===== src/sv/spq_pkg.sv =====
// Shared constants, entry type and status codes of the sorted priority queue.
package spq_pkg;

  localparam int unsigned CAPACITY = 16;
  localparam int unsigned IDX_W    = (CAPACITY > 1) ? $clog2(CAPACITY) : 1;
  localparam int unsigned CNT_W    = $clog2(CAPACITY + 1);
  localparam int unsigned PRIO_W   = 16;
  localparam int unsigned DATA_W   = 32;
  localparam int unsigned FILL_W   = 5;

  localparam logic [1:0] ST_PUSHED    = 2'd0;
  localparam logic [1:0] ST_POPPED    = 2'd1;
  localparam logic [1:0] ST_UNDERFLOW = 2'd2;
  localparam logic [1:0] ST_OVERFLOW  = 2'd3;

  typedef struct packed {
    logic signed [PRIO_W-1:0] prio;
    logic signed [DATA_W-1:0] data;
  } entry_t;

  localparam int unsigned ENTRY_W = $bits(entry_t);

endpackage


===== src/sv/spq_ram.sv =====
// Generic single-write, single-read RAM with registered read data.
module spq_ram #(
  parameter int unsigned WIDTH = 8,
  parameter int unsigned DEPTH = 16
) (
  input  logic                             clk_i,
  input  logic                             we_i,
  input  logic [$clog2(DEPTH)-1:0]         waddr_i,
  input  logic [WIDTH-1:0]                 wdata_i,
  input  logic [$clog2(DEPTH)-1:0]         raddr_i,
  output logic [WIDTH-1:0]                 rdata_o
);

  logic [WIDTH-1:0] mem_q [DEPTH];
  logic [WIDTH-1:0] rdata_q;

  always_ff @(posedge clk_i) begin
    if (we_i) begin
      mem_q[waddr_i] <= wdata_i;
    end
    rdata_q <= mem_q[raddr_i];
  end

  assign rdata_o = rdata_q;

endmodule


===== src/sv/sorted_priority_queue.sv =====
// Sorted priority queue: sequencer, compare unit, ring storage and result register.
// Underflow, overflow and push into empty go straight to the emit step; pop reads the head
// entry (read, compare, emit); push runs a read-compare-write loop from the tail over the
// entry RAM, moving entries with a larger priority back one slot, then writing the new one.
// One word at a time: the next word is taken once the result is in the output register.
// Reset empties the queue at once (count and head cleared); the RAM is left as it is.
module sorted_priority_queue (
  input  logic                                clk_i,
  input  logic                                rst_ni,
  input  logic                                in_valid_i,
  output logic                                in_stall_o,
  input  logic                                operation_i,
  input  logic signed [spq_pkg::PRIO_W-1:0]   priority_req_i,
  input  logic signed [spq_pkg::DATA_W-1:0]   payload_i,
  output logic                                out_valid_o,
  input  logic                                out_stall_i,
  output logic [1:0]                          status_o,
  output logic signed [spq_pkg::PRIO_W-1:0]   out_priority_o,
  output logic signed [spq_pkg::DATA_W-1:0]   out_payload_o,
  output logic [spq_pkg::FILL_W-1:0]          fill_level_o
);

  localparam logic [2:0] S_IDLE = 3'd0;
  localparam logic [2:0] S_RD   = 3'd1;
  localparam logic [2:0] S_CMP  = 3'd2;
  localparam logic [2:0] S_INS  = 3'd3;
  localparam logic [2:0] S_EMIT = 3'd4;

  localparam logic [spq_pkg::CNT_W-1:0] CAP_CNT = spq_pkg::CNT_W'(spq_pkg::CAPACITY);
  localparam logic [spq_pkg::IDX_W:0]   CAP_EXT = (spq_pkg::IDX_W + 1)'(spq_pkg::CAPACITY);

  function automatic logic [spq_pkg::IDX_W-1:0] phys(
    input logic [spq_pkg::IDX_W-1:0] head,
    input logic [spq_pkg::IDX_W-1:0] off
  );
    logic [spq_pkg::IDX_W:0] sum;
    sum = {1'b0, head} + {1'b0, off};
    if (sum >= CAP_EXT) begin
      sum = sum - CAP_EXT;
    end
    return sum[spq_pkg::IDX_W-1:0];
  endfunction

  logic [2:0]                     state_q, state_d;
  logic [spq_pkg::CNT_W-1:0]      count_q, count_d;
  logic [spq_pkg::IDX_W-1:0]      head_q, head_d;
  logic [spq_pkg::IDX_W-1:0]      idx_q, idx_d;
  logic                           op_q, op_d;
  spq_pkg::entry_t                new_q, new_d;
  logic [1:0]                     res_status_q, res_status_d;
  spq_pkg::entry_t                res_entry_q, res_entry_d;
  logic                           out_valid_q, out_valid_d;
  logic [1:0]                     out_status_q, out_status_d;
  spq_pkg::entry_t                out_entry_q, out_entry_d;
  logic [spq_pkg::FILL_W-1:0]     out_fill_q, out_fill_d;

  logic                           ram_we;
  logic [spq_pkg::IDX_W-1:0]      ram_waddr;
  spq_pkg::entry_t                ram_wdata;
  logic [spq_pkg::IDX_W-1:0]      ram_raddr;
  spq_pkg::entry_t                ram_rdata;

  logic                           in_accept;
  logic                           out_free;
  logic                           moves_back;
  logic [spq_pkg::CNT_W+spq_pkg::FILL_W-1:0] fill_wide;

  assign in_stall_o = (state_q != S_IDLE);
  assign in_accept  = in_valid_i && !in_stall_o;
  assign out_free   = !out_valid_q || !out_stall_i;
  assign moves_back = ($signed(ram_rdata.prio) > $signed(new_q.prio));
  assign fill_wide  = (spq_pkg::CNT_W + spq_pkg::FILL_W)'(count_q);

  always_comb begin
    state_d      = state_q;
    count_d      = count_q;
    head_d       = head_q;
    idx_d        = idx_q;
    op_d         = op_q;
    new_d        = new_q;
    res_status_d = res_status_q;
    res_entry_d  = res_entry_q;
    out_valid_d  = out_valid_q && out_stall_i;
    out_status_d = out_status_q;
    out_entry_d  = out_entry_q;
    out_fill_d   = out_fill_q;
    ram_we       = 1'b0;
    ram_waddr    = head_q;
    ram_wdata    = new_q;
    ram_raddr    = phys(head_q, idx_q);

    unique case (state_q)
      S_IDLE: begin
        if (in_accept) begin
          op_d        = operation_i;
          new_d.prio  = priority_req_i;
          new_d.data  = payload_i;
          res_entry_d = '0;
          if (operation_i) begin
            if (count_q == '0) begin
              res_status_d = spq_pkg::ST_UNDERFLOW;
              state_d      = S_EMIT;
            end else begin
              idx_d   = '0;
              state_d = S_RD;
            end
          end else if (count_q == CAP_CNT) begin
            res_status_d = spq_pkg::ST_OVERFLOW;
            state_d      = S_EMIT;
          end else if (count_q == '0) begin
            ram_we          = 1'b1;
            ram_waddr       = head_q;
            ram_wdata.prio  = priority_req_i;
            ram_wdata.data  = payload_i;
            count_d         = count_q + 1'b1;
            res_status_d    = spq_pkg::ST_PUSHED;
            state_d         = S_EMIT;
          end else begin
            idx_d   = spq_pkg::IDX_W'(count_q - 1'b1);
            state_d = S_RD;
          end
        end
      end
      S_RD: begin
        state_d = S_CMP;
      end
      S_CMP: begin
        if (op_q) begin
          res_entry_d  = ram_rdata;
          res_status_d = spq_pkg::ST_POPPED;
          head_d       = phys(head_q, spq_pkg::IDX_W'(1));
          count_d      = count_q - 1'b1;
          state_d      = S_EMIT;
        end else if (moves_back) begin
          ram_we    = 1'b1;
          ram_waddr = phys(head_q, idx_q + 1'b1);
          ram_wdata = ram_rdata;
          if (idx_q == '0) begin
            state_d = S_INS;
          end else begin
            idx_d   = idx_q - 1'b1;
            state_d = S_RD;
          end
        end else begin
          ram_we       = 1'b1;
          ram_waddr    = phys(head_q, idx_q + 1'b1);
          ram_wdata    = new_q;
          count_d      = count_q + 1'b1;
          res_status_d = spq_pkg::ST_PUSHED;
          state_d      = S_EMIT;
        end
      end
      S_INS: begin
        ram_we       = 1'b1;
        ram_waddr    = head_q;
        ram_wdata    = new_q;
        count_d      = count_q + 1'b1;
        res_status_d = spq_pkg::ST_PUSHED;
        state_d      = S_EMIT;
      end
      S_EMIT: begin
        if (out_free) begin
          out_valid_d  = 1'b1;
          out_status_d = res_status_q;
          out_entry_d  = res_entry_q;
          out_fill_d   = fill_wide[spq_pkg::FILL_W-1:0];
          state_d      = S_IDLE;
        end
      end
      default: begin
        state_d = S_IDLE;
      end
    endcase
  end

  always_ff @(posedge clk_i or negedge rst_ni) begin
    if (!rst_ni) begin
      state_q     <= S_IDLE;
      count_q     <= '0;
      head_q      <= '0;
      out_valid_q <= 1'b0;
    end else begin
      state_q     <= state_d;
      count_q     <= count_d;
      head_q      <= head_d;
      out_valid_q <= out_valid_d;
    end
  end

  always_ff @(posedge clk_i) begin
    idx_q        <= idx_d;
    op_q         <= op_d;
    new_q        <= new_d;
    res_status_q <= res_status_d;
    res_entry_q  <= res_entry_d;
    out_status_q <= out_status_d;
    out_entry_q  <= out_entry_d;
    out_fill_q   <= out_fill_d;
  end

  spq_ram #(
    .WIDTH (spq_pkg::ENTRY_W),
    .DEPTH (spq_pkg::CAPACITY)
  ) u_ram (
    .clk_i   (clk_i),
    .we_i    (ram_we),
    .waddr_i (ram_waddr),
    .wdata_i (ram_wdata),
    .raddr_i (ram_raddr),
    .rdata_o (ram_rdata)
  );

  assign out_valid_o    = out_valid_q;
  assign status_o       = out_status_q;
  assign out_priority_o = out_entry_q.prio;
  assign out_payload_o  = out_entry_q.data;
  assign fill_level_o   = out_fill_q;

  a_count_bound: assert property (@(posedge clk_i) disable iff (!rst_ni)
    count_q <= CAP_CNT)
    else $error("entry count above capacity");

  a_accept_busy: assert property (@(posedge clk_i) disable iff (!rst_ni)
    in_accept |=> (state_q != S_IDLE))
    else $error("sequencer idle after accepted word");

  a_out_from_emit: assert property (@(posedge clk_i) disable iff (!rst_ni)
    $rose(out_valid_q) |-> $past(state_q == S_EMIT))
    else $error("result word raised outside emit step");

  a_underflow_empty: assert property (@(posedge clk_i) disable iff (!rst_ni)
    (state_q == S_EMIT && res_status_q == spq_pkg::ST_UNDERFLOW) |-> (count_q == '0))
    else $error("underflow reported on non-empty queue");

  a_no_write_idle: assert property (@(posedge clk_i) disable iff (!rst_ni)
    (state_q == S_IDLE && !in_accept) |-> !ram_we)
    else $error("entry write without an operation in progress");

endmodule

===== config.mk =====
export PLATFORM = sky130hd
export DESIGN_NAME = sorted_priority_queue
export DESIGN_NICKNAME = d
export VERILOG_FILES = /design/src/sv/spq_pkg.sv /design/src/sv/spq_ram.sv /design/src/sv/sorted_priority_queue.sv
export SDC_FILE = /design/constraint.sdc
export NUM_CORES = 1
export LEC_CHECK = 0
export BUFFER_PORTS_ARGS = -buffer_cell sky130_fd_sc_hd__buf_2
export CAP_MARGIN = 20
export CORE_MARGIN = 1.5
export CORE_UTILIZATION = 62
export CTS_CLUSTER_DIAMETER = 50
export DETAILED_ROUTE_END_ITERATION = 10
export HOLD_SLACK_MARGIN = 0.08
export PLACE_DENSITY = 0.76
export SYNTH_ARGS = -nofsm -noshare
export SYNTH_HDL_FRONTEND = slang
export SYNTH_SLANG_ARGS = --single-unit

===== constraint.sdc =====
create_clock -name clk_i -period 6.2 [get_ports clk_i]
set_input_delay 0.31 -clock clk_i [delete_from_list [all_inputs] [get_ports clk_i]]
set_output_delay 0.31 -clock clk_i [all_outputs]
set_load 0.02 [all_outputs]

Yosys cells after proc, flatten, opt, wreduce, memory -nomap -nowiden
Memories as Yosys holds them, arrays and structs flattened. A register that Yosys moved wholly into a read port is not among the register bits. Cells that the tools add are included.

Latch bits: 0. Memories kept: 1. RAM bits: 768. Bits of input ports: 53. Flip-flop bits (word level): 171. Memory bits (read-only): 0. Word-level logic and storage cells: 127.

Order comparisons: 4. Multiplexer cells: 58. Bitwise gates (word level): 0. Shifts and indexed selects: 0. Div/mod/pow operators: 0. Eq/ne operators: 19. Reduce and logical (&&, ||, !) cells: 20. $mul: 0. $add $sub $neg: 10.

Memories: u_ram.mem_q (depth 16, bits a word 48, read ports 1, clocked after memory_dff 1, write ports 1, RTL line spq_ram.sv:14) `logic [WIDTH-1:0] mem_q [DEPTH];`.

Operators with widths (number): $mux 48 (8); $pmux 48 s2 (2); $mux 4 (13); $mux 5 (6); $mux 3 (7); $ne 2x2->1 const B (10); $gt 16x16->1 (1); $mux 2 (8); $sub 4x1->4 const B (4); $ge 5x5->1 const B (3); $pmux 3 s5 (1); $pmux 5 s3 (1); $ne 3x3->1 const B (4); $add 4x4->5 (2); $mux 1 (9); $pmux 4 s2 (1); $reduce_and 2->1 (4); $reduce_and 7->1 (1); $eq 3x2->1 const B (2); $pmux 2 s3 (1); $reduce_and 6->1 (1); $reduce_bool 3->1 (2); $add 4x1->5 const B (1); $add 5x1->5 const B (1); 15 further kinds (18).

Longest topological paths before layout
Gate-level depths: netlist (run 1).

Word-level depth: 8. Depth in mapped cells: 11. Depth with buffers taken out: 9.

Cells and area by module
Synthesis (run 1) repeated with hierarchy kept, for this count alone.

Cells, all modules: 1797. Area, all modules: 37579.8 µm².

Modules (own cells, without submodules): spq_ram (cells each 1242, instances 1, area each 29691.0 µm²); sorted_priority_queue (cells each 555, instances 1, area each 7888.8 µm²).

Least setup slack after synthesis (run 1)
Ideal clock, no wire load.

Path kind: flip-flop to flip-flop. Start: register idx_q[1] (netlist name). End: memory u_ram.mem_q[12][0] (netlist name), enable pin. Setup time: 0.513 ns. Data arrival time: 5.198 ns. Path slack: 0.489 ns. Path buffers: 0. Stages on the path, launching flop included: 10. Cells stage by stage: edfxtp_1 inv_1 ha_1 ha_1 a21o_1 a21oi_1 xnor2_1 nor2_1 xnor2_1 nor3_1.

Word-level cells in the longest chain between the ends: 6.

Ends and longest elaborated chain: start: declaration (RTL line sorted_priority_queue.sv:47) `logic [spq_pkg::IDX_W-1:0] idx_q, idx_d;`; start signal: assignment (RTL line sorted_priority_queue.sv:191) `idx_q <= idx_d;`; $add 4x1->4 * (RTL line sorted_priority_queue.sv:136, sorted_priority_queue.sv:146); $add 4x4->5 * (RTL line sorted_priority_queue.sv:37) `sum = {1'b0, head} + {1'b0, off};`; $sub 4x1->4 / $ge 5x5->1 (equally long branches) (RTL line sorted_priority_queue.sv:39, sorted_priority_queue.sv:38); $mux 4 * (RTL line sorted_priority_queue.sv:38) `if (sum >= CAP_EXT) begin`; $mux 4 * (RTL line sorted_priority_queue.sv:128) `if (op_q) begin`; $mux 4 *; end: declaration (RTL line spq_ram.sv:14).

Mark *: on every way between the ends. The rest lies on a longest branch, timed or not.

Worst setup path after layout (run 1)
Start: register count_q[0] (netlist name). End: memory u_ram.mem_q[8][43] (netlist name), enable pin.

Word-level cells in the longest chain between the ends: 8.

Ends and longest elaborated chain: start: declaration (RTL line sorted_priority_queue.sv:45) `logic [spq_pkg::CNT_W-1:0] count_q, count_d;`; start signal: assignment (RTL line sorted_priority_queue.sv:184) `count_q <= count_d;`; $logic_not 5->1 (RTL line sorted_priority_queue.sv:110) `end else if (count_q == '0) begin`; $mux 1 (RTL line sorted_priority_queue.sv:110); $mux 1 * (RTL line sorted_priority_queue.sv:107) `end else if (count_q == CAP_CNT) begin`; $mux 1 * (RTL line sorted_priority_queue.sv:99) `if (operation_i) begin`; $mux 1 * (RTL line sorted_priority_queue.sv:94) `if (in_accept) begin`; $pmux 1 s3 * (RTL line sorted_priority_queue.sv:92) `unique case (state_q)`; $mux 1 * (RTL line spq_ram.sv:18) `if (we_i) begin`; $mux 1 (implied by the code) * (RTL line spq_ram.sv:19) `mem_q[waddr_i] <= wdata_i;`.

Marks and branches as above.

==> impl_metrics.tcl, run 1 <==
set metrics [dict create \
    crit_buf_inv 2 \
    cts_made_buffers 101 \
    ys_types 50 \
    drtAntennaViolNets 0 \
    via_per_inst 6.83 \
    grt_usage 0.296 \
    synth_edf_count 926 \
    yosysTopAreaCell "edfxtp_1" \
    r2r_start "count_q[0]" \
    antenna_found_initial 0 \
    vdd_ir_drop_max_mv 0.651 \
    crit_chain "inv_1 -> ha_1 -> nor3b_2 -> a41oi_1 -> or2_2 -> o32a_1 -> nand2b_1 -> nor2_4 -> buf_4" \
    place_area_um2 39700 \
    status "finished, final reports clean" \
    leakagePower_nw 14.8 \
    rsz0062_at_grt "no" \
    row_count 90 \
    clock-sinks 987 \
    setup_violations 0 \
    die_width_um 251 \
    endpoint_kind "flop" \
    finClkSkew_ns 0.0269 \
    syn_inst 1972 \
    routedWlPerCell_um 30.0 \
    diodes 0 \
    grt_pass1_wl_um 134000 \
    syn_nets 2055 \
    synth_top_area_frac 0.730 \
    dieArea_um2 62900 \
    r2r_setup_slack_ns 2.09 \
    yosys_warnings 0 \
    path_delay_family "simple AND/OR/NAND/NOR gates" \
    grt_max_degree 105 \
    clockBufferDepth 3 \
    fin_tns_setup_ns 0 \
    slew_viol_final 0 \
    synthArstFlopShare 0.0132 \
    rr_endpoint "u_ram.mem_q[8][43]" \
    core_um2 60600 \
    dp.final_hpwl_um 47700 \
    startpoint_type "flop" \
    grt_pass1_vias 20828 \
    die_h_um 251 \
    cts_setup_buffers 0 \
    final_common_cell "edfxtp_1" \
    cp_max_fo 28 \
    cpPeakStageDelay_ns 0.84 \
    post-route-period-util 0.663 \
    htreeDepth 3 \
    tightest_slew_ns 1.18 \
    synthFlopType "edfxtp_1" \
    cp.required_ns 6.52 \
    drc 0 \
    final_cell_area_um2 43900 \
    cts_resized 0 \
    cts_tree "done" \
    drt_wl_total_um 91200 \
    crit_path_start "count_q[0]" \
    synth_seq_cells 987 \
    cap_violations 0 \
    drive_above_1_share 0.244 \
    finalHoldViolations 0 \
    root_buffer "clkbuf_16" \
    nets 2254 \
    hold_path_class "input port to async pin" \
    relSlewSlack 0.216 \
    cpMaxStageDelayCell "nor2_4" \
    p_per_area_nw_per_um2 616 \
    layout_common_cells "edfxtp_1 (926), mux4_2 (192), nand2_1 (155)" \
    final_core_util 0.724 \
    synth_area_leaders "edfxtp_1 (73%), mux4_2 (11%), dfxtp_1 (2.5%), nand2_1 (1.5%), a221o_1 (1.3%)" \
    start_util 0.629 \
    port_buffers 109 \
    gp_congestion 0.846 \
    via_count 20742 \
    path_clk_slew_ns 0.06 \
    insertion_delay_ns 0.67 \
    path_class "flop to flop" \
    worstRegToRegCells 9 \
    grt-ovfl-total 0 \
    fmax_mhz 243 \
    netlist_area_um2 38100 \
    ios 110 \
    synth_area_per_cell_um2 19.3 \
    worstPathArrival_ns 4.43 \
    syn2layout_area_growth_pct 15.1 \
    min_period_ns 4.11 \
    dr.first_iter.drc_count 2726 \
    dr.pass1.iters 6 \
    yosysSeqAreaShare 0.764 \
]
cell usage after synthesis (29+ instances only):
library cell / instances
inv_1: 29
mux4_2: 192
nand2_1: 156
a21oi_1: 50
nand3_1: 42
nor2_1: 30
clkbuf_1: 75
edfxtp_1: 926
a211oi_1: 49
a31oi_1: 48
a221o_1: 48
dfxtp_1: 48
and3_1: 62
and2_1: 51
flip-flops by register name (all words and copies together), names as in the netlist:
register        count
count_q             5
fill_level_o        5
head_q              4
idx_q               4
new_q              48
op_q                1
out_payload_o      32
out_priority_o     16
out_valid_o         1
res_entry_q        48
res_status_q        2
state_q             3
status_o            2
u_ram.mem_q       768
u_ram.rdata_o      48
worst max-delay path by stage:
stage | slack [ns] | endpoint | cells after the start
2_1_floorplan | 0.49 | u_ram.mem_q[12][0] | 9
3_3_place_gp | 2.18 | u_ram.mem_q[9][34] | 10
3_5_place_dp | 2.16 | u_ram.mem_q[10][29] | 10
4_1_cts | 2.11 | u_ram.mem_q[8][40] | 9
5_1_grt | 1.87 | u_ram.mem_q[8][41] | 9
6_report | 2.09 | u_ram.mem_q[8][43] | 9
layer usage:
layer,vias to the layer above,track usage,wire length (um)
met2,1440,0.465,43800
li1,8426,-,-
met4,0,0.117,3220
met1,10683,0.416,34300
met5,-,0,0
met3,193,0.0601,9870
area by class of cell:
cell class / count / area, um^2
fillers: 3405 / 16700
clock buffers: 123 / 2710
clock inverters: 64 / 766
well taps: 782 / 978
multi-input cells: 840 / 8570
repair buffers: 212 / 1630
flip-flops and latches: 987 / 29100
inverters: 29 / 109
report_power, final:
| part | internal [mW] | switching, mW | total (mW) |
|---|---|---|---|
| Clock | 3.76 | 2.54 | 6.30 |
| Combinational | 4.32 | 6.66 | 11.0 |
| Sequential | 9.29 | 0.475 | 9.77 |
cell families after synthesis:
logic type,after synthesis,share of synthesized area
AOI/OAI and AO/OA,225,0.0429
xor gates and xnor gates,22,0.00506
adders and majority gates,30,0.0102
buffers and inverters,145,0.0170
DFF,987,0.764
muxes,194,0.114
and+or+nand+nor,369,0.0470
worst register-to-register path: stages (launching register included):
cell and delay, ns:
dfrtp_1 0.45, inv_1 0.13, ha_1 0.22, nor3b_2 0.41, a41oi_1 0.18, or2_2 0.36
o32a_1 0.36, nand2b_1 0.26, nor2_4 0.84, buf_4 0.55
per-stage QoR:
step / power (mW) / setup slack [ns] / hold WS [ns] / cells
after floorplan: 17.3 / 0.489 / 0.0144 / 1972
final: 27.0 / 2.09 / 0.118 / 3037
after CTS: 26.9 / 2.11 / 0.0935 / 3031
after global routing: 28.1 / 1.87 / 0.123 / 3037
after global placement: 20.3 / 2.18 / 0.263 / 2793
after detailed placement: 20.5 / 2.16 / 0.256 / 2793
timing repair:
action / 4_1_cts / 5_1_grt
endpoints found under the setup margin: 0 / 0
hold buffers: 51 / 0
endpoints found under the hold margin: 64 / 0
Power figures use the tool's default switching activity.
==> inputs of run 2 (changes only) <==
Settings changed: CORE_UTILIZATION 62 to 56, PLACE_DENSITY 0.76 to 0.73.
Clock period 6.2 ns to 3.38 ns, I/O delays scaled along.
==> impl_metrics.tcl, run 2 (same netlist as run 1, synthesis figures left out) <==
set metrics [dict create \
    clock_power_share 0.219 \
    crit_chain "inv_1 -> ha_1 -> nand4_1 -> nor4_1 -> or2_2 -> nor2_1 -> and2_4 -> buf_12 -> a221o_1" \
    gp_congestion 0.819 \
    switching_share 0.357 \
    worstRegToRegCells 9 \
    intPower_mw 32.0 \
    crit_path_start "new_q[45]" \
    grt_pass1_vias 21009 \
    final_core_util 0.664 \
    rr_endpoint "u_ram.mem_q[7][44]" \
    regArea_um2 29100 \
    leakagePower_nw 15.0 \
    drive_above_1_share 0.269 \
    drt_wl_total_um 93200 \
    cpPeakStageDelay_ns 0.50 \
    clockBufferDepth 3 \
    p_per_area_nw_per_um2 1120 \
    fillers 4295 \
    die_width_um 264 \
    via_per_inst 6.43 \
    slew_viol_final 0 \
    fmax_mhz 307 \
    dieArea_um2 69600 \
    cp-endpoint "u_ram.mem_q[7][44]" \
    layout_common_cells "edfxtp_1 (926), mux4_2 (192), nand2_1 (155)" \
    dp.final_hpwl_um 49700 \
    routedWlPerCell_um 29.4 \
    root_buffer "clkbuf_16" \
    cap_violations 0 \
    cts_tree "done" \
    dr_wl_met2_um 46000 \
    finalHoldViolations 0 \
    ios 110 \
    cpMaxStageDelayCell "a221o_1" \
    core_um2 67300 \
    wirelength_met1_um 35400 \
    relSlewSlack 0.462 \
    multiInputGateArea_um2 8700 \
    path_class "flop to flop" \
    htreeDepth 3 \
    hold_slack_ns 0.245 \
    finClkSkew_ns 0.0260 \
    top_register "u_ram.mem_q" \
    comb_power_share 0.424 \
    dr.first_iter.drc_count 2390 \
    cts_made_buffers 100 \
    antenna_found_initial 3 \
    via_count 20402 \
    setup_violations 0 \
    dr.pass1.iters 7 \
    path_delay_family "simple AND/OR/NAND/NOR gates" \
    drc 0 \
    startpoint_type "flop" \
    sequentialPowerShare 0.357 \
    drtAntennaViolNets 0 \
    r2r_start "new_q[45]" \
    grt_pass1_wl_um 137000 \
    cp_max_fo 19 \
    grt_usage 0.272 \
    largest_reg_flops 768 \
    nets 2299 \
    endpoint_kind "flop" \
    vdd_ir_drop_max_mv 1.86 \
    crit_cells 9 \
    crit_buf_inv 2 \
    insertion_delay_ns 0.66 \
    min_period_ns 3.26 \
    die_h_um 264 \
    start_util 0.566 \
    switchingPower_mw 17.8 \
    grt_max_degree 97 \
    clock-sinks 987 \
    row_count 95 \
    status "finished, final reports clean" \
    syn2layout_area_growth_pct 17.2 \
    grt-ovfl-total 0 \
    cp.required_ns 3.76 \
    wl_met3_um 8820 \
    worstPathArrival_ns 3.65 \
    path_clk_slew_ns 0.06 \
    port_buffers 109 \
    r2r_setup_slack_ns 0.12 \
    rsz0062_at_grt "no" \
    final_common_cell "edfxtp_1" \
    hold_path_class "input port to flop" \
    post-route-period-util 0.965 \
    highest_layer "met5" \
    tightest_slew_ns 0.807 \
]
run 2: cell types whose count changed in the layout (fill, tap and decap cells not counted), moves of 6 or more:
cell       previous run  this run
buf_4                39        49
a221o_2               1        16
buf_12                8        47
a221o_1              48        33
clkinv_2             13        19
bufinv_16            15         7
run 2: worst min-delay path by stage:
stage	cells after the start	endpoint	from
after global placement	1	count_q[3]	rst_ni
after detailed placement	1	count_q[2]	rst_ni
after CTS	2	new_q[12]	payload_i[12]
final	2	new_q[30]	payload_i[30]
after global routing	2	new_q[3]	payload_i[3]
after floorplan	0	count_q[0]	rst_ni
run 2: power by group through the flow:
stage          clock [mW]  combinational, mW  sequential, mW
2_1_floorplan           0               14.0            17.9
5_1_grt              11.5               22.6            17.9
3_3_place_gp            0               20.5            18.0
4_1_cts              11.0               21.1            17.8
3_5_place_dp            0               20.9            18.0
6_report             10.9               21.1            17.8
run 2: repair_timing:
action                                 in CTS  in global routing
buffers inserted                            0                  0
hold buffers                               53                  0
setup endpoints to repair                   0                175
endpoints found under the hold margin      82                  0
gates resized for setup                     0                 15
run 2: worst register-to-register path, stage by stage, from the launching register on:
cell	delay [ns]
edfxtp_1	0.37
inv_1	0.07
ha_1	0.32
nand4_1	0.19
nor4_1	0.10
or2_2	0.32
nor2_1	0.38
and2_4	0.48
buf_12	0.24
a221o_1	0.52
run 2: area by class of cell:
| class | count | area share |
|---|---|---|
| timing repair buffer | 258 | 0.0534 |
| clock buffer | 125 | 0.0607 |
| tap | 873 | 0.0245 |
| clock inverter | 59 | 0.0126 |
| inverter | 29 | 0.00244 |
| antenna | 1 | 0.0000560 |
| sequential | 987 | 0.652 |
| multi-input combinational | 840 | 0.195 |
run 2: metal layers:
layer / vias to the layer above / GRT usage
li1: 8517 / -
met3: 176 / 0.0491
met2: 1157 / 0.443
met5: - / 0
met4: 4 / 0.101
met1: 10548 / 0.373
run 2: through the flow:
stage | instance area, um^2 | power (mW) | worst slack, ns | setup TNS [ns] | instances
final | 44700 | 49.8 | 0.118 | 0 | 3172
after global routing | 44700 | 52.0 | 0.000302 | 0 | 3172
after CTS | 44600 | 49.9 | 0.170 | 0 | 3171
after detailed placement | 40800 | 38.9 | 0.209 | 0 | 2934
after global placement | 40800 | 38.4 | 0.345 | 0 | 2934
after floorplan | 38300 | 31.8 | -0.249 | -92.66 | 1972
